===== config.mk =====
export PLATFORM = sky130hd
export DESIGN_NAME = fit_header_check_unit
export DESIGN_NICKNAME = d
export VERILOG_FILES = /design/src/design/fhc_pkg.sv /design/src/design/fhc_parse.sv /design/src/design/fhc_out_buf.sv /design/src/design/fit_header_check_unit.sv
export SDC_FILE = /design/constraint.sdc
export NUM_CORES = 1
export LEC_CHECK = 0
export BUFFER_PORTS_ARGS = -buffer_cell sky130_fd_sc_hd__buf_2
export CAP_MARGIN = 15
export CORE_UTILIZATION = 34
export DETAILED_ROUTE_END_ITERATION = 8
export MAX_ROUTING_LAYER = met4
export PLACE_DENSITY = 0.55
export SYNTH_ARGS = -nofsm -noshare
export SYNTH_HDL_FRONTEND = slang
export SYNTH_SLANG_ARGS = --single-unit

===== constraint.sdc =====
create_clock -name clock -period 9.1 [get_ports clock]
set_input_delay 0.91 -clock clock [delete_from_list [all_inputs] [get_ports clock]]
set_output_delay 0.91 -clock clock [all_outputs]
set_load 0.03 [all_outputs]

===== src/design/fhc_pkg.sv =====
package fhc_pkg;

   localparam logic [7:0] LEN_SHORT = 8'd12;
   localparam logic [7:0] LEN_LONG  = 8'd14;

   // ".FIT" in byte order
   localparam logic [7:0] MAGIC_CHARS [4] = '{8'h2E, 8'h46, 8'h49, 8'h54};

   typedef enum logic [2:0] {
      ST_NO_CRC   = 3'd0,
      ST_CRC_ZERO = 3'd1,
      ST_CRC_OK   = 3'd2,
      ST_CRC_BAD  = 3'd3,
      ST_BAD_LEN  = 3'd4
   } status_type;

   typedef struct packed {
      status_type  status;
      logic [7:0]  header_length;
      logic [7:0]  proto_rev;
      logic [15:0] profile_rev;
      logic [31:0] record_bytes;
      logic        magic_ok;
      logic [15:0] computed_crc;
      logic [15:0] stored_crc;
   } result_type;

   function automatic logic [15:0] nib_tab(input logic [3:0] idx);
      logic [15:0] val;
      case (idx)
         4'h0: val = 16'h0000;
         4'h1: val = 16'hCC01;
         4'h2: val = 16'hD801;
         4'h3: val = 16'h1400;
         4'h4: val = 16'hF001;
         4'h5: val = 16'h3C00;
         4'h6: val = 16'h2800;
         4'h7: val = 16'hE401;
         4'h8: val = 16'hA001;
         4'h9: val = 16'h6C00;
         4'hA: val = 16'h7800;
         4'hB: val = 16'hB401;
         4'hC: val = 16'h5000;
         4'hD: val = 16'h9C01;
         4'hE: val = 16'h8801;
         4'hF: val = 16'h4400;
         default: val = 16'h0000;
      endcase
      return val;
   endfunction

   function automatic logic [15:0] crc_nibble(input logic [15:0] crc, input logic [3:0] nib);
      logic [15:0] tmp;
      tmp = nib_tab(crc[3:0]);
      return ({4'h0, crc[15:4]} ^ tmp ^ nib_tab(nib));
   endfunction

   function automatic logic [15:0] crc_byte(input logic [15:0] crc, input logic [7:0] data);
      logic [15:0] mid;
      mid = crc_nibble(crc, data[3:0]);
      return crc_nibble(mid, data[7:4]);
   endfunction

endpackage


===== src/design/fhc_parse.sv =====
module fhc_parse (
   input  logic                 clock,
   input  logic                 reset,
   input  logic                 item_valid,
   input  logic [7:0]           data_byte,
   input  logic                 file_start,
   output logic                 res_valid,
   output fhc_pkg::result_type  res
);

   logic        in_header_ff, in_header_in;
   logic [3:0]  bytes_seen_ff, bytes_seen_in;
   logic [7:0]  size_byte_ff, size_byte_in;
   logic [7:0]  protocol_byte_ff, protocol_byte_in;
   logic [15:0] profile_word_ff, profile_word_in;
   logic [31:0] size_word_ff, size_word_in;
   logic        magic_match_ff, magic_match_in;
   logic [15:0] running_crc_ff, running_crc_in;
   logic [15:0] stored_crc_ff, stored_crc_in;
   logic [3:0]  pos;

   assign pos = bytes_seen_ff;

   always_comb begin
      in_header_in     = in_header_ff;
      bytes_seen_in    = bytes_seen_ff;
      size_byte_in     = size_byte_ff;
      protocol_byte_in = protocol_byte_ff;
      profile_word_in  = profile_word_ff;
      size_word_in     = size_word_ff;
      magic_match_in   = magic_match_ff;
      running_crc_in   = running_crc_ff;
      stored_crc_in    = stored_crc_ff;
      res_valid        = 1'b0;
      res              = '0;
      res.status       = fhc_pkg::ST_NO_CRC;

      if (item_valid && file_start) begin
         bytes_seen_in    = 4'd0;
         size_byte_in     = data_byte;
         protocol_byte_in = 8'd0;
         profile_word_in  = 16'd0;
         size_word_in     = 32'd0;
         stored_crc_in    = 16'd0;
         running_crc_in   = 16'd0;
         if (!(data_byte inside {fhc_pkg::LEN_SHORT, fhc_pkg::LEN_LONG})) begin
            in_header_in      = 1'b0;
            magic_match_in    = 1'b0;
            res_valid         = 1'b1;
            res.status        = fhc_pkg::ST_BAD_LEN;
            res.header_length = data_byte;
         end else begin
            in_header_in   = 1'b1;
            magic_match_in = 1'b1;
            running_crc_in = fhc_pkg::crc_byte(16'd0, data_byte);
            bytes_seen_in  = 4'd1;
         end
      end else if (item_valid && in_header_ff) begin
         if (pos < 4'd12) begin
            running_crc_in = fhc_pkg::crc_byte(running_crc_ff, data_byte);
         end
         if (pos == 4'd1) begin
            protocol_byte_in = data_byte;
         end else if (pos == 4'd2) begin
            profile_word_in[7:0] = data_byte;
         end else if (pos == 4'd3) begin
            profile_word_in[15:8] = data_byte;
         end else if (pos inside {[4'd4:4'd7]}) begin
            size_word_in[{pos[1:0], 3'b000} +: 8] = data_byte;
         end else if (pos inside {[4'd8:4'd11]}) begin
            if (data_byte != fhc_pkg::MAGIC_CHARS[pos[1:0]]) begin
               magic_match_in = 1'b0;
            end
         end else if (pos == 4'd12) begin
            stored_crc_in = {8'd0, data_byte};
         end else if (pos == 4'd13) begin
            stored_crc_in[15:8] = data_byte;
         end
         bytes_seen_in = pos + 4'd1;

         res.header_length = size_byte_ff;
         res.proto_rev     = protocol_byte_in;
         res.profile_rev   = profile_word_in;
         res.record_bytes  = size_word_in;
         res.magic_ok      = magic_match_in;
         res.computed_crc  = running_crc_in;
         res.stored_crc    = stored_crc_in;

         if (size_byte_ff == fhc_pkg::LEN_SHORT && pos == 4'd11) begin
            in_header_in = 1'b0;
            res_valid    = 1'b1;
            res.status   = fhc_pkg::ST_NO_CRC;
         end else if (size_byte_ff == fhc_pkg::LEN_LONG && pos == 4'd13) begin
            in_header_in = 1'b0;
            res_valid    = 1'b1;
            if (stored_crc_in == 16'd0) begin
               res.status = fhc_pkg::ST_CRC_ZERO;
            end else if (stored_crc_in == running_crc_in) begin
               res.status = fhc_pkg::ST_CRC_OK;
            end else begin
               res.status = fhc_pkg::ST_CRC_BAD;
            end
         end else if (pos >= 4'd13) begin
            in_header_in = 1'b0;
         end
      end
   end

   always_ff @(posedge clock) begin
      if (reset) begin
         in_header_ff     <= 1'b0;
         bytes_seen_ff    <= 4'd0;
         size_byte_ff     <= 8'd0;
         protocol_byte_ff <= 8'd0;
         profile_word_ff  <= 16'd0;
         size_word_ff     <= 32'd0;
         magic_match_ff   <= 1'b1;
         running_crc_ff   <= 16'd0;
         stored_crc_ff    <= 16'd0;
      end else begin
         in_header_ff     <= in_header_in;
         bytes_seen_ff    <= bytes_seen_in;
         size_byte_ff     <= size_byte_in;
         protocol_byte_ff <= protocol_byte_in;
         profile_word_ff  <= profile_word_in;
         size_word_ff     <= size_word_in;
         magic_match_ff   <= magic_match_in;
         running_crc_ff   <= running_crc_in;
         stored_crc_ff    <= stored_crc_in;
      end
   end

   a_pos_range: assert property (@(posedge clock) disable iff (reset)
      in_header_ff |-> (bytes_seen_ff != 4'd0 && bytes_seen_ff <= 4'd13))
      else $error("header position out of range");

   a_len_known: assert property (@(posedge clock) disable iff (reset)
      in_header_ff |->
         (size_byte_ff == fhc_pkg::LEN_SHORT || size_byte_ff == fhc_pkg::LEN_LONG))
      else $error("collecting a header of unsupported length");

   a_res_source: assert property (@(posedge clock) disable iff (reset)
      (res_valid && !file_start) |-> in_header_ff)
      else $error("result outside a header");

endmodule


===== src/design/fhc_out_buf.sv =====
module fhc_out_buf (
   input  logic                 clock,
   input  logic                 reset,
   input  logic                 in_valid,
   input  fhc_pkg::result_type  in_res,
   output logic                 in_full,
   output logic                 out_valid,
   output fhc_pkg::result_type  out_res,
   input  logic                 out_stall
);

   logic                out_valid_ff;
   fhc_pkg::result_type out_res_ff;
   logic                skid_valid_ff;
   fhc_pkg::result_type skid_res_ff;
   logic                out_free;

   assign out_free  = !out_valid_ff || !out_stall;
   assign in_full   = skid_valid_ff;
   assign out_valid = out_valid_ff;
   assign out_res   = out_res_ff;

   always_ff @(posedge clock) begin
      if (reset) begin
         out_valid_ff  <= 1'b0;
         skid_valid_ff <= 1'b0;
      end else if (out_free) begin
         if (skid_valid_ff) begin
            out_valid_ff  <= 1'b1;
            skid_valid_ff <= 1'b0;
         end else begin
            out_valid_ff <= in_valid;
         end
      end else if (in_valid) begin
         skid_valid_ff <= 1'b1;
      end
   end

   always_ff @(posedge clock) begin
      if (out_free) begin
         if (skid_valid_ff) begin
            out_res_ff <= skid_res_ff;
         end else if (in_valid) begin
            out_res_ff <= in_res;
         end
      end else if (in_valid) begin
         skid_res_ff <= in_res;
      end
   end

   a_skid_behind_out: assert property (@(posedge clock) disable iff (reset)
      skid_valid_ff |-> out_valid_ff)
      else $error("skid stage holds a result ahead of the output register");

   a_no_overflow: assert property (@(posedge clock) disable iff (reset)
      in_valid |-> !skid_valid_ff)
      else $error("result arrived with both stages full");

   a_skid_drains: assert property (@(posedge clock) disable iff (reset)
      (skid_valid_ff && !out_stall) |=> (!skid_valid_ff && out_valid_ff))
      else $error("skid stage failed to drain");

endmodule


===== src/design/fit_header_check_unit.sv =====
// FIT file header checker.
//
// Request channel (req_*): one file byte per transfer, req_file_start set on
// byte 0 of each file. Byte 0 is the header length; a length other than 12
// or 14 gives a bad-length result straight away. Otherwise bytes 1 to 11
// (and 12, 13 for the long header) are collected, the CRC-16 is run over
// bytes 0 to 11 and one result is produced on the last header byte. Bytes
// past the header, or bytes with no file started, produce nothing. A new
// start inside a header drops the unfinished one silently.
// Response channel (rsp_*): one transfer per header, fields as collected.
// Timing: one byte per cycle while req_stall is low. The last header byte's
// result passes a CRC step of two nibble steps, two table lookups each, from
// the header state into the output register, or the skid stage if stalled.
// Stall: an output register plus a one-entry skid stage sit on the response
// side, so bytes keep flowing while one result waits; req_stall rises only
// once the skid stage is also occupied and is a pure register output.
// Reset (synchronous, active high) returns to idle with both stages empty.
module fit_header_check_unit (
   input  logic        clock,
   input  logic        reset,

   input  logic        req_valid,
   output logic        req_stall,
   input  logic [7:0]  req_data_byte,
   input  logic        req_file_start,

   output logic        rsp_valid,
   input  logic        rsp_stall,
   output logic [2:0]  rsp_status,
   output logic [7:0]  rsp_header_length,
   output logic [7:0]  rsp_proto_rev,
   output logic [15:0] rsp_profile_rev,
   output logic [31:0] rsp_record_bytes,
   output logic        rsp_magic_ok,
   output logic [15:0] rsp_computed_crc,
   output logic [15:0] rsp_stored_crc
);

   logic                req_take;
   logic                res_valid;
   fhc_pkg::result_type res;
   fhc_pkg::result_type rsp_res;

   // byte transfer on the request side
   assign req_take = req_valid && !req_stall;

   fhc_parse u_parse (
      .clock      (clock),
      .reset      (reset),
      .item_valid (req_take),
      .data_byte  (req_data_byte),
      .file_start (req_file_start),
      .res_valid  (res_valid),
      .res        (res)
   );

   // output register and skid stage; full skid stage back-pressures bytes
   fhc_out_buf u_out_buf (
      .clock     (clock),
      .reset     (reset),
      .in_valid  (res_valid),
      .in_res    (res),
      .in_full   (req_stall),
      .out_valid (rsp_valid),
      .out_res   (rsp_res),
      .out_stall (rsp_stall)
   );

   assign rsp_status        = rsp_res.status;
   assign rsp_header_length = rsp_res.header_length;
   assign rsp_proto_rev     = rsp_res.proto_rev;
   assign rsp_profile_rev   = rsp_res.profile_rev;
   assign rsp_record_bytes  = rsp_res.record_bytes;
   assign rsp_magic_ok      = rsp_res.magic_ok;
   assign rsp_computed_crc  = rsp_res.computed_crc;
   assign rsp_stored_crc    = rsp_res.stored_crc;

endmodule


# After elaboration in Yosys (flattened, before gate mapping)
# Memories as Yosys holds them, arrays and structs flattened. A register that Yosys moved wholly into a read port is not among the register bits.
# Cells that the tools add are included.
[word_totals]
reg_bits = 304
rom_bits = 784
word_cells = 171
output_inout_bits = 102
memories = 7
input_bits = 13
[mem_list]
columns = ["name", "words", "width", "rd", "rd_clocked_by_memory_dff", "write_ports", "line", "rtl"]
rows = [
  ["(name not given)", 16, 7, 1, 0, 0, "fhc_pkg.sv:30", "case (idx)"],
  ["(name not given)", 16, 7, 1, 0, 0, "fhc_pkg.sv:30", ""],
  ["(name not given)", 16, 7, 1, 0, 0, "fhc_pkg.sv:30", ""],
  ["(name not given)", 16, 7, 1, 1, 0, "fhc_pkg.sv:30", ""],
  ["(name not given)", 16, 7, 1, 0, 0, "fhc_pkg.sv:30", ""],
  ["(name not given)", 16, 7, 1, 0, 0, "fhc_pkg.sv:30", ""],
  ["1 more memories", "--", "--", "--", "--", "--", "--", ""],
]
[classes]
n_bitwise = 9
add_sub_neg = 2
mux = 84
shifts = 2
eq_ne = 12
order_cmp = 7
n_reduce_logical = 21
[op_table]
columns = ["cell", "n"]
rows = [
  ["16-bit 2-to-1 mux", 34],
  ["100-bit 2-to-1 mux", 3],
  ["32-bit 2-to-1 mux", 4],
  ["89-bit 2-to-1 mux", 1],
  ["8-bit 2-to-1 mux", 9],
  ["16-bit XOR", 4],
  ["12-bit by 16-bit XOR with 16-bit output", 3],
  ["32-bit bitwise mux", 1],
  ["8-bit by 4-bit == test with 1-bit output (second input constant)", 4],
  ["8-bit by 7-bit variable shift with 32-bit output (first input constant)", 1],
  ["8-bit by 7-bit variable part select with 32-bit output", 1],
  ["1-bit 2-to-1 mux", 22],
  ["11-bit 2-to-1 mux", 2],
  ["8-bit binary-select mux with 2-bit select", 1],
  ["16-bit == test", 1],
  ["16-bit logical NOT", 1],
  ["4-bit 2-to-1 mux", 4],
  ["4-bit == test (second input constant)", 3],
  ["3-bit 2-to-1 mux", 3],
  ["4-bit by 2-bit == test with 1-bit output (second input constant)", 2],
  ["4-bit greater-or-equal comparator (second input constant)", 2],
  ["8-bit != test", 1],
  ["1-bit logical AND", 7],
  ["5-bit negator with 7-bit output", 1],
  ["15 further kinds", 22],
]

# Longest topological paths before layout
# An unclocked memory read counts as a cell.
[logic_depth]
word_depth = 25
depth_mapped = 12

# Cells and area by module
# From an unflattened synthesis, not the netlist that was laid out.
[unflattened]
hier_cells = 1276
hier_area_um2 = 14468.9
[by_module_without_submodules]
columns = ["mod", "cells_per_inst", "area_per_inst_um2", "seq_area_each_um2", "instances"]
rows = [
  ["fhc_out_buf", 319, 7742.4, 6045.8, 1],
  ["fhc_parse", 956, 6712.7, 2162.1, 1],
  ["fit_header_check_unit", 1, 13.8, 0.0, 1],
]

# Worst setup path after synthesis
# Ideal clock, no wire load.
[synth_timing]
kind = "input -> register"
startpoint = "input req_data_byte[0]"
endpoint = "register u_out_buf.out_res_ff (netlist bit u_out_buf.out_res[0]) (enable)"
t_required_ns = 8.508
path_buffers = 1
setup_time_ns = 0.592
arrival_time_ns = 7.212
stages = 9
setup_slack_ns = 1.296
cell_sequence = "clkbuf_1 -> inv_1 -> ha_1 -> o2111a_1 -> nor2_1 -> a21oi_1 -> nand2_1 -> nor2_1 -> a21oi_1"
[synth_via]
elab_chain_len = 6
[synth_rtl]
columns = ["item", "line", "rtl"]
rows = [
  ["start, declared", "fit_header_check_unit.sv:24", "input logic [7:0] req_data_byte,"],
  ["8-bit by 4-bit == test with 1-bit output", "fhc_parse.sv:46", "if (!(data_byte inside {fhc_pkg::LEN_SHORT, fhc_pkg::LEN_LONG})) begin"],
  ["2-bit nonzero test (*)", "fhc_parse.sv:46", ""],
  ["1-bit 2-to-1 mux (*)", "fhc_parse.sv:46", ""],
  ["1-bit 2-to-1 mux (*)", "fhc_parse.sv:38", "if (item_valid && file_start) begin"],
  ["2-bit nonzero test (no line) (*)", "--", ""],
  ["2-bit AND reduction (no line) (*)", "--", ""],
  ["end signal, assigned", "fhc_out_buf.sv:42", "out_res_ff <= skid_res_ff;"],
  ["end signal, assigned", "fhc_out_buf.sv:44", "out_res_ff <= in_res;"],
  ["end, declared", "fhc_out_buf.sv:13", "fhc_pkg::result_type out_res_ff;"],
]
# Mark *: on every way between the ends. The rest lies on a longest branch, timed or not.
# A chain may end at the register's enable or synchronous reset.

# Final worst setup path
[layout_timing]
startpoint = "input req_data_byte[0]"
endpoint = "register u_out_buf.skid_res_ff[6] (netlist bit) (enable)"
[layout_via]
elab_chain_len = 5
[layout_rtl]
columns = ["item", "line", "rtl"]
rows = [
  ["8-bit by 4-bit == test with 1-bit output", "fhc_parse.sv:46", ""],
  ["2-bit nonzero test (*)", "fhc_parse.sv:46", ""],
  ["1-bit 2-to-1 mux (*)", "fhc_parse.sv:46", ""],
  ["1-bit 2-to-1 mux (*)", "fhc_parse.sv:38", ""],
  ["2-bit AND reduction (no line) (*)", "--", ""],
  ["end signal, assigned", "fhc_out_buf.sv:47", "skid_res_ff <= in_res;"],
  ["end, declared", "fhc_out_buf.sv:15", "fhc_pkg::result_type skid_res_ff;"],
]
# Marks and branches as above.

==> flow_metrics.py <==
metrics = {
    "critical_path": {
        "critical_path_required_ps": 9240,
        "end_kind": "flop",
        "reg2reg_slack_ps": 5150,
        "crit_path_start_kind": "primary input",
        "reg2reg_depth": 9,
        "worstSetupPathType": "primary input to flop",
        "cp_data_arrival_time_ps": 4340,
        "cp_max_fo": 53,
        "path_cells": "buf_2, inv_1, ha_1, o2111a_1, nor2_1, a21oi_1, a21oi_4, buf_4, buf_4",
        "critical-path-slowest-cell": "buf_4",
        "r2r-start": "u_out_buf.in_full",
        "rr_endpoint": "u_out_buf.skid_res_ff[6]",
        "max_stage_delay_ps": 660,
        "cpMostUsedCell": "buf_4",
    },
    "layout": {
        "layout_commonest_cell": "edfxtp_1",
        "nNetsFinal": 1359,
        "final_cell_mix": "200 x edfxtp_1, 187 x nand2_1, 147 x a21oi_1",
        "area_delta_synth_final_pct": 16.0,
        "layout-drive-gt1-share": 0.141,
    },
    "grt": {
        "first_global_vias": 9353,
        "gr-usage-all-layers": 0.175,
        "overflow": 0,
        "antenna_found_initial": 4,
        "grt_pass1_wl_um": 54200,
        "grt_max_degree": 86,
    },
    "routing": {
        "first_pass_iters": 6,
        "wl_um": 35000,
        "ant_nets": 0,
        "drt-initial-drc-count": 857,
        "wire_per_inst_um": 18.6,
        "routed_via_density": 5.13,
        "drc": 0,
        "routed-via-count": 9627,
    },
    "pwr": {
        "power_density_nw_per_um2": 197,
        "ir_worst_vdd_uv": 93.1,
        "p_leak_nw": 6.16,
    },
    "place": {
        "port_buffers": 114,
        "place_congestion": 0.859,
        "hpwl_um": 22200,
    },
    "clock_network": {
        "numCtsBuffers": 34,
        "cts_hold_buf": 0,
        "cts_resized": 0,
        "tritoncts": "done",
        "path_clk_slew_ps": 60,
        "cts.sinks": 310,
        "worstSkewPairLatency_ps": 510,
        "clockRootBuffer": "clkbuf_16",
        "cts-htree-levels": 2,
        "post-cts-setup-buffers": 0,
        "cts_buffer_depth": 3,
    },
    "sta": {
        "holdWs_ps": 455,
        "worst_pin_slew_ps": 1070,
        "drv_slew": 0,
        "post-route-period-util": 0.462,
        "finalSetupTns_ps": 0,
        "final.min_clock_period_ps": 4200,
        "hold_viol_final": 0,
        "grt_setup_unrepaired": "no",
        "setup_viol": 0,
        "finClkSkew_ps": 11.4,
        "fmax_mhz": 238,
        "slew_headroom": 0.280,
    },
    "hold_path": {
        "hp-class": "flop to flop",
        "hold_start": "u_parse.protocol_byte_ff[7]",
        "holdPathStages": 2,
        "whs_endpoint": "u_parse.protocol_byte_ff[7]",
    },
    "floorplan": {
        "dieArea_um2": 40500,
        "die_w_um": 201,
        "pin_count": 115,
        "initial_core_util": 0.347,
        "fp.dieH_um": 201,
        "core_area_um2": 38900,
        "rows": 72,
    },
    "synthesis": {
        "synthesis.nets": 1285,
        "synth_xor_area_frac": 0.0415,
        "synth-simple-area-share": 0.133,
        "yosysSeqAreaShare": 0.608,
        "synth_area_per_cell_um2": 10.8,
        "synthCells": 1256,
        "ys.flop_type": "edfxtp_1",
        "synthAdderAreaFrac": 0.0148,
        "synthMuxAreaShare": 0.0148,
        "synth_compound_area_frac": 0.156,
        "synth_warnings": 0,
        "synth_cell_types": 58,
        "synth_edf_count": 200,
        "synth_top_family_by_area": "compound AO/OA/AOI/OAI gates",
        "async_flop_share": 0,
        "netlist_area_um2": 13500,
        "ys_ff_latch": 310,
    },
    "status": {
        "status": "finished clean",
    },
    "flow_run": {
        "maxCapViolCount": 0,
    },
}
==> synthesized netlist by cell type (2+ instances only) <==
cell | n | area, um^2
edfxtp_1 | 200 | 6010
nand2_1 | 187 | 702
a21oi_1 | 149 | 746
dfxtp_1 | 110 | 2200
nor2_1 | 103 | 387
a21o_1 | 91 | 683
clkbuf_1 | 80 | 300
nand3_1 | 59 | 295
xor2_1 | 26 | 228
a22oi_1 | 25 | 188
xnor2_1 | 22 | 193
inv_1 | 20 | 75.1
mux2i_1 | 20 | 200
ha_1 | 16 | 200
a211oi_1 | 15 | 113
nor3_1 | 15 | 75.1
o21ai_0 | 15 | 75.1
buf_1 | 12 | 45.0
nor4_1 | 10 | 62.6
and2_1 | 9 | 56.3
a22o_1 | 6 | 52.6
a31oi_1 | 6 | 37.5
nand2b_1 | 4 | 25.0
nand3b_1 | 4 | 30.0
nor2b_1 | 4 | 25.0
o21a_1 | 4 | 30.0
nand4_1 | 3 | 18.8
or4_1 | 3 | 22.5
xor3_1 | 3 | 71.3
a32oi_1 | 2 | 17.5
a41oi_1 | 2 | 17.5
and3b_1 | 2 | 17.5
o211a_1 | 2 | 20.0
o211ai_1 | 2 | 15.0
xnor3_1 | 2 | 45.0
==> registers in the layout, indices dropped and copies added (netlist names), 4 cells and up, named ones only <==
name and count:
u_out_buf.out_res 100, u_parse.stored_crc_ff 16, u_parse.bytes_seen_ff 4, u_out_buf.skid_res_ff 100, u_parse.protocol_byte_ff 8, u_parse.running_crc_ff 16, u_parse.size_word_ff 32, u_parse.size_byte_ff 8
u_parse.profile_word_ff 16
==> layout make-up <==
cell class | count | area [um^2]
antenna | 4 | 10.0
clock buffer | 49 | 1010
clock inverter | 13 | 95.1
fill | 3801 | 23300
inverter | 20 | 75.1
multi-input combinational | 832 | 4910
sequential | 310 | 8210
tap | 518 | 648
timing repair buffer | 132 | 703
==> worst max path at each step <==
stage,start,endpoint,slack (ps),depth (start not counted)
after floorplan,req_data_byte[0],u_out_buf.out_res[0],1300,9
after global placement,req_data_byte[0],u_out_buf.skid_res_ff[6],4500,9
after detailed placement,req_data_byte[0],u_out_buf.skid_res_ff[22],4380,9
after CTS,req_data_byte[0],u_out_buf.skid_res_ff[6],4910,9
after global routing,req_data_byte[0],u_out_buf.skid_res_ff[92],4700,9
final,req_data_byte[0],u_out_buf.skid_res_ff[6],4900,9
==> kinds of logic (layout without fill, tap and decap cells) <==
group                    after synthesis  count (layout)
buffers and inverters                114             214
XOR/XNOR                              54              54
adder cells (fa/ha/maj)               16              16
AO/OA/AOI/OAI                        330             330
flip-flops                           310             310
AND/OR/NAND/NOR                      412             412
other                                  0               4
multiplexers                          20              20
==> per-stage QoR <==
| stage | total power, mW | setup slack (ps) | instance area (um^2) | util | cells |
|---|---|---|---|---|---|
| floorplan | 1.71 | 1300 | 13500 | - | 1256 |
| global placement | 1.76 | 4500 | 14500 | 0.374 | 1811 |
| detailed placement | 1.76 | 4380 | 14500 | 0.374 | 1811 |
| CTS | 3.13 | 4910 | 15700 | 0.402 | 1873 |
| global route | 3.20 | 4700 | 15700 | 0.403 | 1878 |
| finish | 3.09 | 4900 | 15700 | 0.403 | 1878 |
==> worst max-delay path: cells and delay by family <==
family	cells	cell delay (ps)
AOI/OAI and AO/OA	3	760
and+or+nand+nor	1	500
buffers and inverters	4	1810
adders and majority gates	1	250
==> metal layers <==
| metal | vias up | share of wire | wire [um] | global-route usage |
|---|---|---|---|---|
| met5 | - | 0 | 0 | - |
| met4 | 0 | 0.027 | 952 | 0.0544 |
| met3 | 55 | 0.053 | 1860 | 0.0279 |
| met2 | 278 | 0.45 | 15600 | 0.263 |
| met1 | 4656 | 0.47 | 16600 | 0.243 |
| li1 | 4638 | - | - | - |
==> power breakdown <==
part	switching, mW	internal, mW	total (mW)
Clock	0.555	0.806	1.36
Combinational	0.140	0.0645	0.205
Sequential	0.0105	1.52	1.53
Power figures use the tool's default switching activity.
